## src/rtl/hpc_pkg.sv

```systemverilog
// Package: shared codes and constants for the half precision converter.
`timescale 1ns / 1ps
package hpc_pkg;
    typedef enum logic [1:0] {
        FUNC_TO_HALF   = 2'd0,
        FUNC_FROM_HALF = 2'd1,
        FUNC_CAP_HALF  = 2'd2,
        FUNC_UNUSED    = 2'd3
    } func_t;

    localparam logic [31:0] F32_INF_BITS   = 32'h7f80_0000;
    localparam logic [31:0] F16_INF_SCALED = 32'h0f80_0000;
    localparam logic [31:0] ROUND_ADD      = 32'h0000_1000;
    localparam logic [31:0] CAP_SIGNS      = 32'hC000_0000;
    localparam logic [31:0] CAP_KEEP       = 32'h07FF_E000;
    localparam logic [15:0] HALF_QNAN      = 16'h7e00;
    localparam logic [15:0] HALF_INF       = 16'h7c00;
    localparam logic [7:0]  SCALE_EXP      = 8'd112;

    // Control carried alongside the data through the pipeline.
    typedef struct packed {
        logic  valid;
        func_t func;
    } stage_ctl_t;
endpackage

```

## src/rtl/half_precision_converter.sv

```systemverilog
// Top level: three stage float32/float16 converter with valid/stall channels.
// A request is held in the stage 1 registers, then in stage 2, then in the stage 3
// output register, whose valid bit drives out_valid.
// Throughput: one request per cycle while the output is not stalled.
// Stall at a full output holds it and the run of full stages directly behind it;
// the input stall is asserted only when the first stage is full and cannot advance.
// Reset (rst_n low, asynchronous) clears all valid bits; data registers are not reset.
`timescale 1ns / 1ps
module half_precision_converter
(
    input  logic        clk,
    input  logic        rst_n,
    input  logic        in_valid,
    output logic        in_stall,
    input  logic [1:0]  func,
    input  logic [31:0] value_bits,
    output logic        out_valid,
    input  logic        out_stall,
    output logic [31:0] result_bits
);
    // Stage 1: captured request.
    hpc_pkg::stage_ctl_t s1_reg;
    logic [31:0]         s1_val_reg;
    // Stage 2: scaled pattern plus the half to float result.
    hpc_pkg::stage_ctl_t s2_reg;
    logic [31:0]         s2_val_reg;
    logic [31:0]         s2_scaled_reg;
    logic [31:0]         s2_wide_reg;
    // Stage 3: output register.
    logic                s3_valid_reg;
    logic [31:0]         s3_res_reg;

    logic adv3, adv2, adv1;
    logic [31:0] scaled;
    logic [31:0] wide_next;
    logic [31:0] res_next;

    // Advance each stage when the stage ahead is empty or moving.
    assign adv3 = !s3_valid_reg || !out_stall;
    assign adv2 = !s2_reg.valid || adv3;
    assign adv1 = !s1_reg.valid || adv2;
    assign in_stall = !adv1;

    always_ff @(posedge clk or negedge rst_n)
    begin
        if (!rst_n)
        begin
            s1_reg.valid <= 1'b0;
            s1_reg.func  <= hpc_pkg::FUNC_TO_HALF;
            s2_reg.valid <= 1'b0;
            s2_reg.func  <= hpc_pkg::FUNC_TO_HALF;
            s3_valid_reg <= 1'b0;
        end
        else
        begin
            if (adv1)
            begin
                s1_reg.valid <= in_valid;
                s1_reg.func  <= hpc_pkg::func_t'(func);
            end
            if (adv2)
            begin
                s2_reg <= s1_reg;
            end
            if (adv3)
            begin
                s3_valid_reg <= s2_reg.valid;
            end
        end
    end

    always_ff @(posedge clk)
    begin
        if (adv1)
        begin
            s1_val_reg <= value_bits;
        end
        if (adv2)
        begin
            s2_val_reg    <= s1_val_reg;
            s2_scaled_reg <= scaled;
            s2_wide_reg   <= wide_next;
        end
        if (adv3)
        begin
            s3_res_reg <= res_next;
        end
    end

    // Clear the low 12 bits before scaling, as the rounding recipe requires.
    hpc_scale u_scale
    (
        .mag    ({s1_val_reg[30:12], 12'd0}),
        .scaled (scaled)
    );

    // Half to float: renormalize denormals with a leading one search.
    always_comb
    begin
        logic [4:0]  he;
        logic [9:0]  hm;
        logic [3:0]  p;
        logic [22:0] nm;
        he = s1_val_reg[14:10];
        hm = s1_val_reg[9:0];
        p  = 4'd0;
        for (int i = 0; i < 10; i++)
        begin
            if (hm[i])
            begin
                p = 4'(i);
            end
        end
        nm = 23'({hm, 13'd0} << (4'd10 - p));
        if (he == 5'd31)
        begin
            wide_next = {1'b0, 8'hff, hm, 13'd0};
        end
        else if (he != 5'd0)
        begin
            wide_next = {1'b0, 8'({3'd0, he} + 8'd112), hm, 13'd0};
        end
        else if (hm == 10'd0)
        begin
            wide_next = 32'd0;
        end
        else
        begin
            wide_next = {1'b0, 8'({4'd0, p} + 8'd103), nm};
        end
        wide_next[31] = s1_val_reg[15];
    end

    // Final stage: round bias, clamp and format select.
    always_comb
    begin
        logic [31:0] r;
        logic [31:0] rc;
        logic [30:0] mag;
        logic [15:0] o;
        r   = s2_scaled_reg + hpc_pkg::ROUND_ADD;
        rc  = (r > hpc_pkg::F16_INF_SCALED) ? hpc_pkg::F16_INF_SCALED : r;
        mag = s2_val_reg[30:0];
        if ({1'b0, mag} > hpc_pkg::F32_INF_BITS)
        begin
            o = hpc_pkg::HALF_QNAN;
        end
        else if ({1'b0, mag} == hpc_pkg::F32_INF_BITS)
        begin
            o = hpc_pkg::HALF_INF;
        end
        else
        begin
            o = rc[28:13];
        end
        o[15] = s2_val_reg[31];
        unique case (s2_reg.func)
            hpc_pkg::FUNC_TO_HALF:   res_next = {16'd0, o};
            hpc_pkg::FUNC_FROM_HALF: res_next = s2_wide_reg;
            hpc_pkg::FUNC_CAP_HALF:
                res_next = (s2_val_reg & hpc_pkg::CAP_SIGNS) | (r & hpc_pkg::CAP_KEEP);
            default:                 res_next = 32'd0;
        endcase
    end

    assign out_valid   = s3_valid_reg;
    assign result_bits = s3_res_reg;

    // A stalled result must hold until taken.
    a_hold: assert property (@(posedge clk) disable iff (!rst_n)
        out_valid && out_stall |=> out_valid && $stable(result_bits))
        else $error("result changed under stall");
    // A full stage two waiting on a stalled output keeps the input stalled
    // once stage one is also full.
    a_stall: assert property (@(posedge clk) disable iff (!rst_n)
        s1_reg.valid && s2_reg.valid && s3_valid_reg && out_stall |-> in_stall)
        else $error("input not stalled with full pipeline");
    // Stage two keeps its item while stage three cannot take it.
    a_adv: assert property (@(posedge clk) disable iff (!rst_n)
        s2_reg.valid && !adv3 |=> s2_reg.valid)
        else $error("stage two dropped an item");
endmodule

```

## src/rtl/hpc_scale.sv

```systemverilog
// Scale stage: float32 magnitude times 2^-112 with round to nearest even; Inf and NaN pass through, NaN made quiet.
`timescale 1ns / 1ps
module hpc_scale
(
    input  logic [30:0] mag,
    output logic [31:0] scaled
);
    logic [7:0]  e;
    logic [22:0] m;
    logic [23:0] sig;
    logic [7:0]  s;
    logic [4:0]  sh;
    logic [23:0] q;
    logic [23:0] rem_mask;
    logic [23:0] rem;
    logic [23:0] half;
    logic [23:0] q_rnd;

    assign e   = mag[30:23];
    assign m   = mag[22:0];
    assign sig = (e != 8'd0) ? {1'b1, m} : {1'b0, m};
    assign s   = (hpc_pkg::SCALE_EXP + 8'd1) - ((e != 8'd0) ? e : 8'd1);
    assign sh  = s[4:0];
    assign q        = sig >> sh;
    assign rem_mask = (24'd1 << sh) - 24'd1;
    assign rem      = sig & rem_mask;
    assign half     = 24'd1 << (sh - 5'd1);
    assign q_rnd    = ((rem > half) || ((rem == half) && q[0])) ? q + 24'd1 : q;

    always_comb
    begin
        if (e == 8'hff)
        begin
            scaled = (m != 23'd0) ? {1'b0, mag | 31'h0040_0000} : {1'b0, mag};
        end
        else if (e >= hpc_pkg::SCALE_EXP + 8'd1)
        begin
            scaled = {1'b0, mag} - {1'b0, hpc_pkg::SCALE_EXP, 23'd0};
        end
        else if (s > 8'd24)
        begin
            // Shift beyond the significand: at most a rounding of zero remains.
            scaled = 32'd0;
        end
        else
        begin
            scaled = {8'd0, q_rnd};
        end
    end
endmodule
```

## config.mk

```make
export PLATFORM = sky130hd
export DESIGN_NAME = half_precision_converter
export DESIGN_NICKNAME = d
export VERILOG_FILES = /design/src/rtl/hpc_pkg.sv /design/src/rtl/half_precision_converter.sv /design/src/rtl/hpc_scale.sv
export SDC_FILE = /design/constraint.sdc
export NUM_CORES = 1
export LEC_CHECK = 0
export ABC_CLOCK_PERIOD_IN_PS = 4500
export BUFFER_PORTS_ARGS = -buffer_cell sky130_fd_sc_hd__buf_2
export CORE_ASPECT_RATIO = 2
export CORE_MARGIN = 5
export CORE_UTILIZATION = 55
export DETAILED_ROUTE_END_ITERATION = 7
export GPL_TIMING_DRIVEN = 0
export PLACE_DENSITY = 0.81
export SLEW_MARGIN = 25
export SYNTH_ARGS = -nofsm -noshare
export SYNTH_HDL_FRONTEND = slang
export SYNTH_SLANG_ARGS = --single-unit
```

## constraint.sdc

```tcl
create_clock -name clk -period 4.5 [get_ports clk]
set_input_delay 0.225 -clock clk [delete_from_list [all_inputs] [get_ports clk]]
set_output_delay 0.225 -clock clk [all_outputs]
set_load 0.05 [all_outputs]
```

## After elaboration in Yosys (flattened, before gate mapping)

Cells that the tools add are included.

| word-level totals | value |
|---|---|
| flip-flop bits (word level) | 167 |
| bits in latches | 0 |
| memory bits (writable) | 0 |
| bits in read-only memories | 0 |
| input bits | 38 |
| output and inout bits | 34 |
| logic and storage cells | 77 |
| memories kept | 0 |

| cells by class | value |
|---|---|
| add/sub/neg operators | 9 |
| multipliers | 0 |
| div/mod/pow operators | 0 |
| magnitude comparators | 5 |
| equal/unequal tests | 6 |
| shifts and indexed selects | 4 |
| multiplexer cells | 23 |
| bitwise operators | 2 |
| reduce and logical (&&, ||, !) cells | 16 |

Operators by type and width:

| operator | number |
|---|---|
| 32-bit one-hot mux with 3 select lines | 1 |
| 24-bit 2-to-1 mux | 3 |
| 32-bit 2-to-1 mux | 2 |
| 31-bit 2-to-1 mux | 2 |
| 1-bit by 5-bit left shift with 24-bit output, first input constant | 2 |
| 23-bit 2-to-1 mux | 2 |
| 32-bit by 13-bit adder with 32-bit output, second input constant | 1 |
| 32-bit by 28-bit > comparator with 1-bit output, second input constant | 1 |
| 4-bit 2-to-1 mux | 8 |
| 32-bit by 27-bit bitwise OR with 32-bit output | 1 |
| 31-bit by 30-bit subtractor with 32-bit output, second input constant | 1 |
| 31-bit equality test, second input constant | 1 |
| 31-bit > comparator, second input constant | 1 |
| 15-bit 2-to-1 mux | 2 |
| 28-bit 2-to-1 mux | 1 |
| 24-bit by 1-bit adder with 24-bit output, second input constant | 1 |
| 24-bit AND | 1 |
| 24-bit equality test | 1 |
| 24-bit > comparator | 1 |
| 24-bit by 5-bit right shift with 24-bit output | 1 |
| 24-bit by 1-bit subtractor with 24-bit output, second input constant | 1 |
| 23-bit nonzero test | 1 |
| 23-bit by 4-bit left shift with 23-bit output | 1 |
| 10-bit logical NOT | 1 |
| 20 further kinds | 27 |

## Logic depth before layout (Yosys ltp)

| depth | value |
|---|---|
| word-level depth | 14 |
| depth in mapped cells | 21 |
| gate-level depth less buffers | 18 |

## By module

A second synthesis with hierarchy kept.

| second synthesis, totals | value |
|---|---|
| cell total of the unflattened synthesis | 1129 |
| area total of the unflattened synthesis | 10904.2 um2 |

Modules (own cells, without submodules):

| module | times used | cells an instance | area an instance (um2) | seq. area each (um2) |
|---|---|---|---|---|
| half_precision_converter | 1 | 452 | 6387.4 | 4499.3 |
| hpc_scale | 1 | 677 | 4516.8 | 0.0 |

## Worst setup path before layout

Ideal clock, no wire load.

| path | value |
|---|---|
| path type | flip-flop to flip-flop |
| start point | reg s1_val_reg[27] |
| end point | reg s2_scaled_reg[12] (data pin) |
| data arrival time | 4.253 ns |
| data required time | 4.241 ns |
| slack | -0.012 ns |
| cell stages (with the launch flop) | 22 |
| period minus slack after synthesis | 4.512 ns |
| cells stage by stage | edfxtp_1 -> clkbuf_1 -> inv_1 -> ha_1 -> nor3b_2 -> a21oi_2 -> buf_4 -> nor2_1 -> ha_1 -> clkbuf_1 -> nor3_1 -> nand2_1 -> ha_1 -> nand4_1 -> or2_2 -> nor2_1 -> o31ai_2 -> nand4bb_1 -> o21ai_4 -> nor3_4 -> a31oi_1 -> a211o_1 |

| between the ends | value |
|---|---|
| cells in the longest elaborated chain, start to end | 13 |
| elaborated cells between the ends (all ways) | 22 |
| classes of those cells | add/sub: 4; order compare: 3; eq/ne: 2; shift: 3; mux: 6; bitwise: 1; reduce/logical: 3 |

RTL lines:

| item | line | source |
|---|---|---|
| from (decl) | half_precision_converter.sv:23 | `logic [31:0] s1_val_reg;` |
| from (signal assigned) | half_precision_converter.sv:76 | `s1_val_reg <= value_bits;` |
| parallel branches: the longest is 12 deep, another holds 24-bit by 1-bit subtractor with 24-bit output | - |  |
| 32-bit 2-to-1 mux (*) | hpc_scale.sv:32 | `if (e == 8'hff)` |
| via scaled[12] | half_precision_converter.sv:34 | `logic [31:0] scaled;` |
| to (signal assigned) | half_precision_converter.sv:81 | `s2_scaled_reg <= scaled;` |
| to (decl) | half_precision_converter.sv:27 | `logic [31:0] s2_scaled_reg;` |

Mark *: on every way through the listed nets, which the timed path passes.
A chain may end at the register's enable or synchronous reset.

## Final worst setup path

Same ends and word-level chain as after synthesis.

==> results.txt <==
* Fraction of the yosys area taken by sequential cells: between 50% and 60%
- Post-Synthesis Net Count: ~840
* Max rail drop VDD: a little over 0.4 mV
- Number of global-route vias before repair: ~7k
- The number of antenna diodes in the final layout is 0.
* Vias per std cell: ~6.1
- Timing analysis after detailed placement gives a worst setup slack of -1.02 ns.
- Summing the areas of all compound-gate instances in the mapped netlist gives between 10% and 20% of the synthesized area.
- Avg Cell Area, Syn: 10.8 sq um
- Worst Path Arrival: between 4 and 5 ns
* Effective utilization at floorplan: roughly 56%
- Main area contributors after synthesis: sky130_fd_sc_hd__edfxtp_1 (51%), sky130_fd_sc_hd__nand2_1 (3.6%), sky130_fd_sc_hd__ha_1 (3.5%)
- The run finished with clean final reports.
* Root cell of the clock tree: sky130_fd_sc_hd__clkbuf_16
- Clock transition time at the flip-flop clock pins of the worst setup and hold paths: ~0.070 ns
- In this run the remaining antenna-violating nets after routing total 0.
- Uppermost layer routed: met4
- Before antenna repair, the detailed router went through 5 iterations.
- In this run, synthesis produced a sequential element count of between 150 and 200.
- Final routed wirelength across all metal layers: between 20000 and 25000 microns
- Metal2 WL: between 10000 and 15000 microns
- Count of different cell masters after synthesis: 81
* Sequence of cells on the critical path: buf_8, inv_2, ha_1, nor3b_4, buf_6, a211oi_2, a311oi_2, nor2_4, nor2_4, nand3_1, ha_1, nand4_1, or2_4, nor2_4, o31ai_4, nand4bb_4, o21ai_4, nor3_4, a31oi_1, a211o_1
* Number of buffers added on ports: a little over 70
* Post-synth top area share: 51.1%
- Hold timing on the final database bottoms out at a slack of approximately 0.16 ns.
* Final worst slack: between 0.2 and 0.25 ns
- The routed design could run at a clock period as short as 4.29 ns.
* Global-route congestion overflow total: 0
- Cell leakage power: 4.01 nW
* Routed wire length per instance: 21.1 microns
- Main combinational cell family by area after synthesis: simple AND/OR/NAND/NOR gates
- Overall power of the completed layout: roughly 4.4 mW
- Share of flip-flops with an asynchronous set or reset: 4.64%
- Width of the die: just under 100 microns
* Xor/xnor cell area share of the yosys netlist: under 10%
* Largest area contributor in the synthesized netlist: sky130_fd_sc_hd__edfxtp_1
- Relative to the synthesized area, the layout overhead comes to 22.9%.
- GP Congestion: ~1
- Largest net degree at the start of global routing: 53
* Number of buffers between clock root and the deepest sink: 2
* Delay of the slowest cell on the worst path: 0.43 ns
* Post-synthesis cell area: 8470 sq um
- Total length of routed met3 wires: about 1300 microns
- Later-pin clock latency in the skew report: between 0.4 and 0.5 ns
- Final nets: 983
- Required time worst endpoint: between 4 and 5 ns
- Startpoint kind of the worst setup timing path: flop
* Fillers: about 1.2k
- GR Util All Layers: 27.1%
- Counting flops with a built-in enable in the synthesized netlist gives roughly 140.
- Vias after detailed routing: 6874
* Highest fanout seen on the critical path: 10
- The clock arrives with between 0.01 and 0.015 ns of skew.
- The HPWL after detailed placement is approximately 18000 microns.
- TritonCTS clock tree: yes
* Final setup vio count: 0
- The final hold violation count is 0.
- Detailed-route wire length on metal 1: 7850 microns
* Placement Rows: 64
- Classification of the worst setup path: flop to flop
* Area of the die: 18100 sq um
- Number of top-level design ports: 72
* Share of synthesized area spent on multiplexers: 4.93%
* Worst Tran Pin Value: between 0.9 and 1 ns
- The worst hold path belongs to the class primary input to asynchronous set/reset pin.
- The Yosys step of the flow raised 0 warnings.
* Core area: approximately 15000 sq um
- After detailed routing, the number of remaining DRC violations is 0.
* Endpoint of the most critical register-to-register path: s2_scaled_reg[12]$_DFFE_PP_
- Clock tree synthesis found a total of around 150 sinks.
- The first global-routing pass estimated ~37000 microns of wire.
* Post-route fraction of the period consumed by the critical path: a little over nine tenths
- Max-cap violations in this run came to 0.
- Summing all multi-input logic gate instances after layout gives between 3000 and 4000 sq um.
- The worst setup path is captured at a flop.
- Storage cell area: ~4500 sq um
- Adder and majority cell fraction of the synthesized area: 3.55%
- RR Startpoint: s1_val_reg[27]$_DFFE_PN_
* Power per unit of standard cell area: roughly 420 nW/um^2
- For this run, the leading register cell type out of synthesis is sky130_fd_sc_hd__edfxtp_1.
- Achievable clock frequency: approximately 0.23 GHz
- Counting stages on the worst path, the most repeated cell is sky130_fd_sc_hd__nor2_4.
* Die height: 185 microns
* Initial DRC Count: between 500 and 600
- Ratio of cells with drive above 1 in the final layout: between 20% and 30%
* Relative slew slack: 34.8%
* Number of cells on the worst reg-to-reg path: 20
- Total number of H-tree levels: 4
- Synthesis produced ~800 cells.
- The synthesized netlist devotes about 17% of its cell area to simple gates.
- The setup check on the worst reg-to-reg path leaves a slack of just over 0.2 ns.
* Antenna violations before repair: 0
* Utilization of the core after routing: approximately 68%
* Number of buffers created by CTS: 17
- Final-report max-slew violation count: 0
- Cell with the largest stage delay on the worst path: sky130_fd_sc_hd__edfxtp_1
[worst max-delay path: cells and delay by family (launching register included)]
| kind | cells | cell delay, ns |
|---|---|---|
| fa+ha+maj | 2 | 0.49 |
| compound gates | 6 | 1.08 |
| flops | 1 | 0.43 |
| simple gates | 9 | 1.63 |
| buf+inv | 3 | 0.41 |
[how the worst max path moves through the flow]
stage	from	to	slack (ns)	depth (start not counted)
after floorplan	s1_val_reg[24]$_DFFE_PN_	s2_scaled_reg[12]$_DFFE_PP_	0.06	20
after global placement	s1_val_reg[24]$_DFFE_PN_	s2_scaled_reg[12]$_DFFE_PP_	-1.04	18
after detailed placement	s1_val_reg[24]$_DFFE_PN_	s2_scaled_reg[12]$_DFFE_PP_	-1.02	18
after CTS	s1_val_reg[27]$_DFFE_PN_	s2_scaled_reg[12]$_DFFE_PP_	0.005	20
after global routing	s1_val_reg[27]$_DFFE_PN_	s2_scaled_reg[12]$_DFFE_PP_	-0.06	20
final	s1_val_reg[27]$_DFFE_PN_	s2_scaled_reg[12]$_DFFE_PP_	0.21	20
[cell type report]
type,count,share of cell area [%]
buffer,39,2.18
clock buffer,17,4.09
clock inverter,15,1.50
inverter,25,0.950
multi-input combinational,564,37.3
sequential,151,43.2
tap,198,2.38
timing repair buffer,123,8.37
[cells in the mapped netlist, types with 5 or more instances]
| library cell | instances |
|---|---|
| sky130_fd_sc_hd__nor2b_1 | 5 |
| sky130_fd_sc_hd__ha_1 | 24 |
| sky130_fd_sc_hd__mux2_2 | 6 |
| sky130_fd_sc_hd__nand3_1 | 20 |
| sky130_fd_sc_hd__buf_2 | 9 |
| sky130_fd_sc_hd__inv_1 | 23 |
| sky130_fd_sc_hd__o21a_1 | 5 |
| sky130_fd_sc_hd__dfrtp_1 | 7 |
| sky130_fd_sc_hd__nor2_1 | 77 |
| sky130_fd_sc_hd__nor4_1 | 15 |
| sky130_fd_sc_hd__mux2i_1 | 26 |
| sky130_fd_sc_hd__and3_1 | 10 |
| sky130_fd_sc_hd__clkbuf_1 | 23 |
| sky130_fd_sc_hd__o22ai_1 | 10 |
| sky130_fd_sc_hd__nand2_1 | 82 |
| sky130_fd_sc_hd__nor3_1 | 26 |
| sky130_fd_sc_hd__a211oi_1 | 6 |
| sky130_fd_sc_hd__xnor2_1 | 14 |
| sky130_fd_sc_hd__and2_1 | 12 |
| sky130_fd_sc_hd__nand4_1 | 19 |
| sky130_fd_sc_hd__nand2b_1 | 11 |
| sky130_fd_sc_hd__a31oi_1 | 6 |
| sky130_fd_sc_hd__a22o_1 | 13 |
| sky130_fd_sc_hd__xor2_1 | 14 |
| sky130_fd_sc_hd__edfxtp_1 | 144 |
| sky130_fd_sc_hd__o21ai_0 | 43 |
| sky130_fd_sc_hd__o21bai_1 | 5 |
| sky130_fd_sc_hd__or2_2 | 6 |
| sky130_fd_sc_hd__a21o_1 | 9 |
| sky130_fd_sc_hd__a21oi_1 | 27 |
[where the power goes]
group | leakage [nW] | total, mW | internal, mW | switching [mW]
clock | 0.288 | 1.39 | 0.784 | 0.601
sequential | 1.58 | 1.86 | 1.75 | 0.113
combinational | 2.15 | 1.17 | 0.406 | 0.761
total | 4.01 | 4.41 | 2.94 | 1.47
[layout by cell type (no fill, tap or decap), types with 15 or more instances in the layout]
cell type / n
sky130_fd_sc_hd__dlygate4sd3_1: 36
sky130_fd_sc_hd__edfxtp_1: 144
sky130_fd_sc_hd__clkbuf_16: 17
sky130_fd_sc_hd__o21ai_0: 43
sky130_fd_sc_hd__clkbuf_1: 17
sky130_fd_sc_hd__ha_1: 21
sky130_fd_sc_hd__buf_2: 79
sky130_fd_sc_hd__nor4_1: 15
sky130_fd_sc_hd__mux2i_1: 25
sky130_fd_sc_hd__nand3_1: 18
sky130_fd_sc_hd__inv_1: 22
sky130_fd_sc_hd__nand2_1: 81
sky130_fd_sc_hd__nand4_1: 19
sky130_fd_sc_hd__a21oi_1: 27
sky130_fd_sc_hd__nor2_1: 72
sky130_fd_sc_hd__nor3_1: 24
[cell families after synthesis]
group                    after synthesis
XOR/XNOR                              28
AO/OA/AOI/OAI                        173
AND/OR/NAND/NOR                      302
flip-flops                           151
multiplexers                          36
other                                  1
buffers and inverters                 67
adder cells (fa/ha/maj)               24
[through the flow]
stage	instances	setup TNS (ns)	instance area, sq um
finish	1132	0	10400
global route	1132	-0.367	10400
CTS	1130	0	10300
detailed placement	1055	-11.25	9160
global placement	1051	-11.53	9080
floorplan	782	0	8480
[metal layers]
layer	track usage (%)	up-vias
met3	5.10	111
met4	22.3	0
li1	-	3225
met1	25.6	3233
met2	50.1	305
met5	0	-
[what timing repair did]
item	4_1_cts	5_1_grt
setup endpoints to repair	14	13
setup buffers	9	3
hold endpoints to repair	42	0
pin swaps	6	9
resized for setup	35	12
hold buffers	36	0
(Power assumes the default switching activity.)
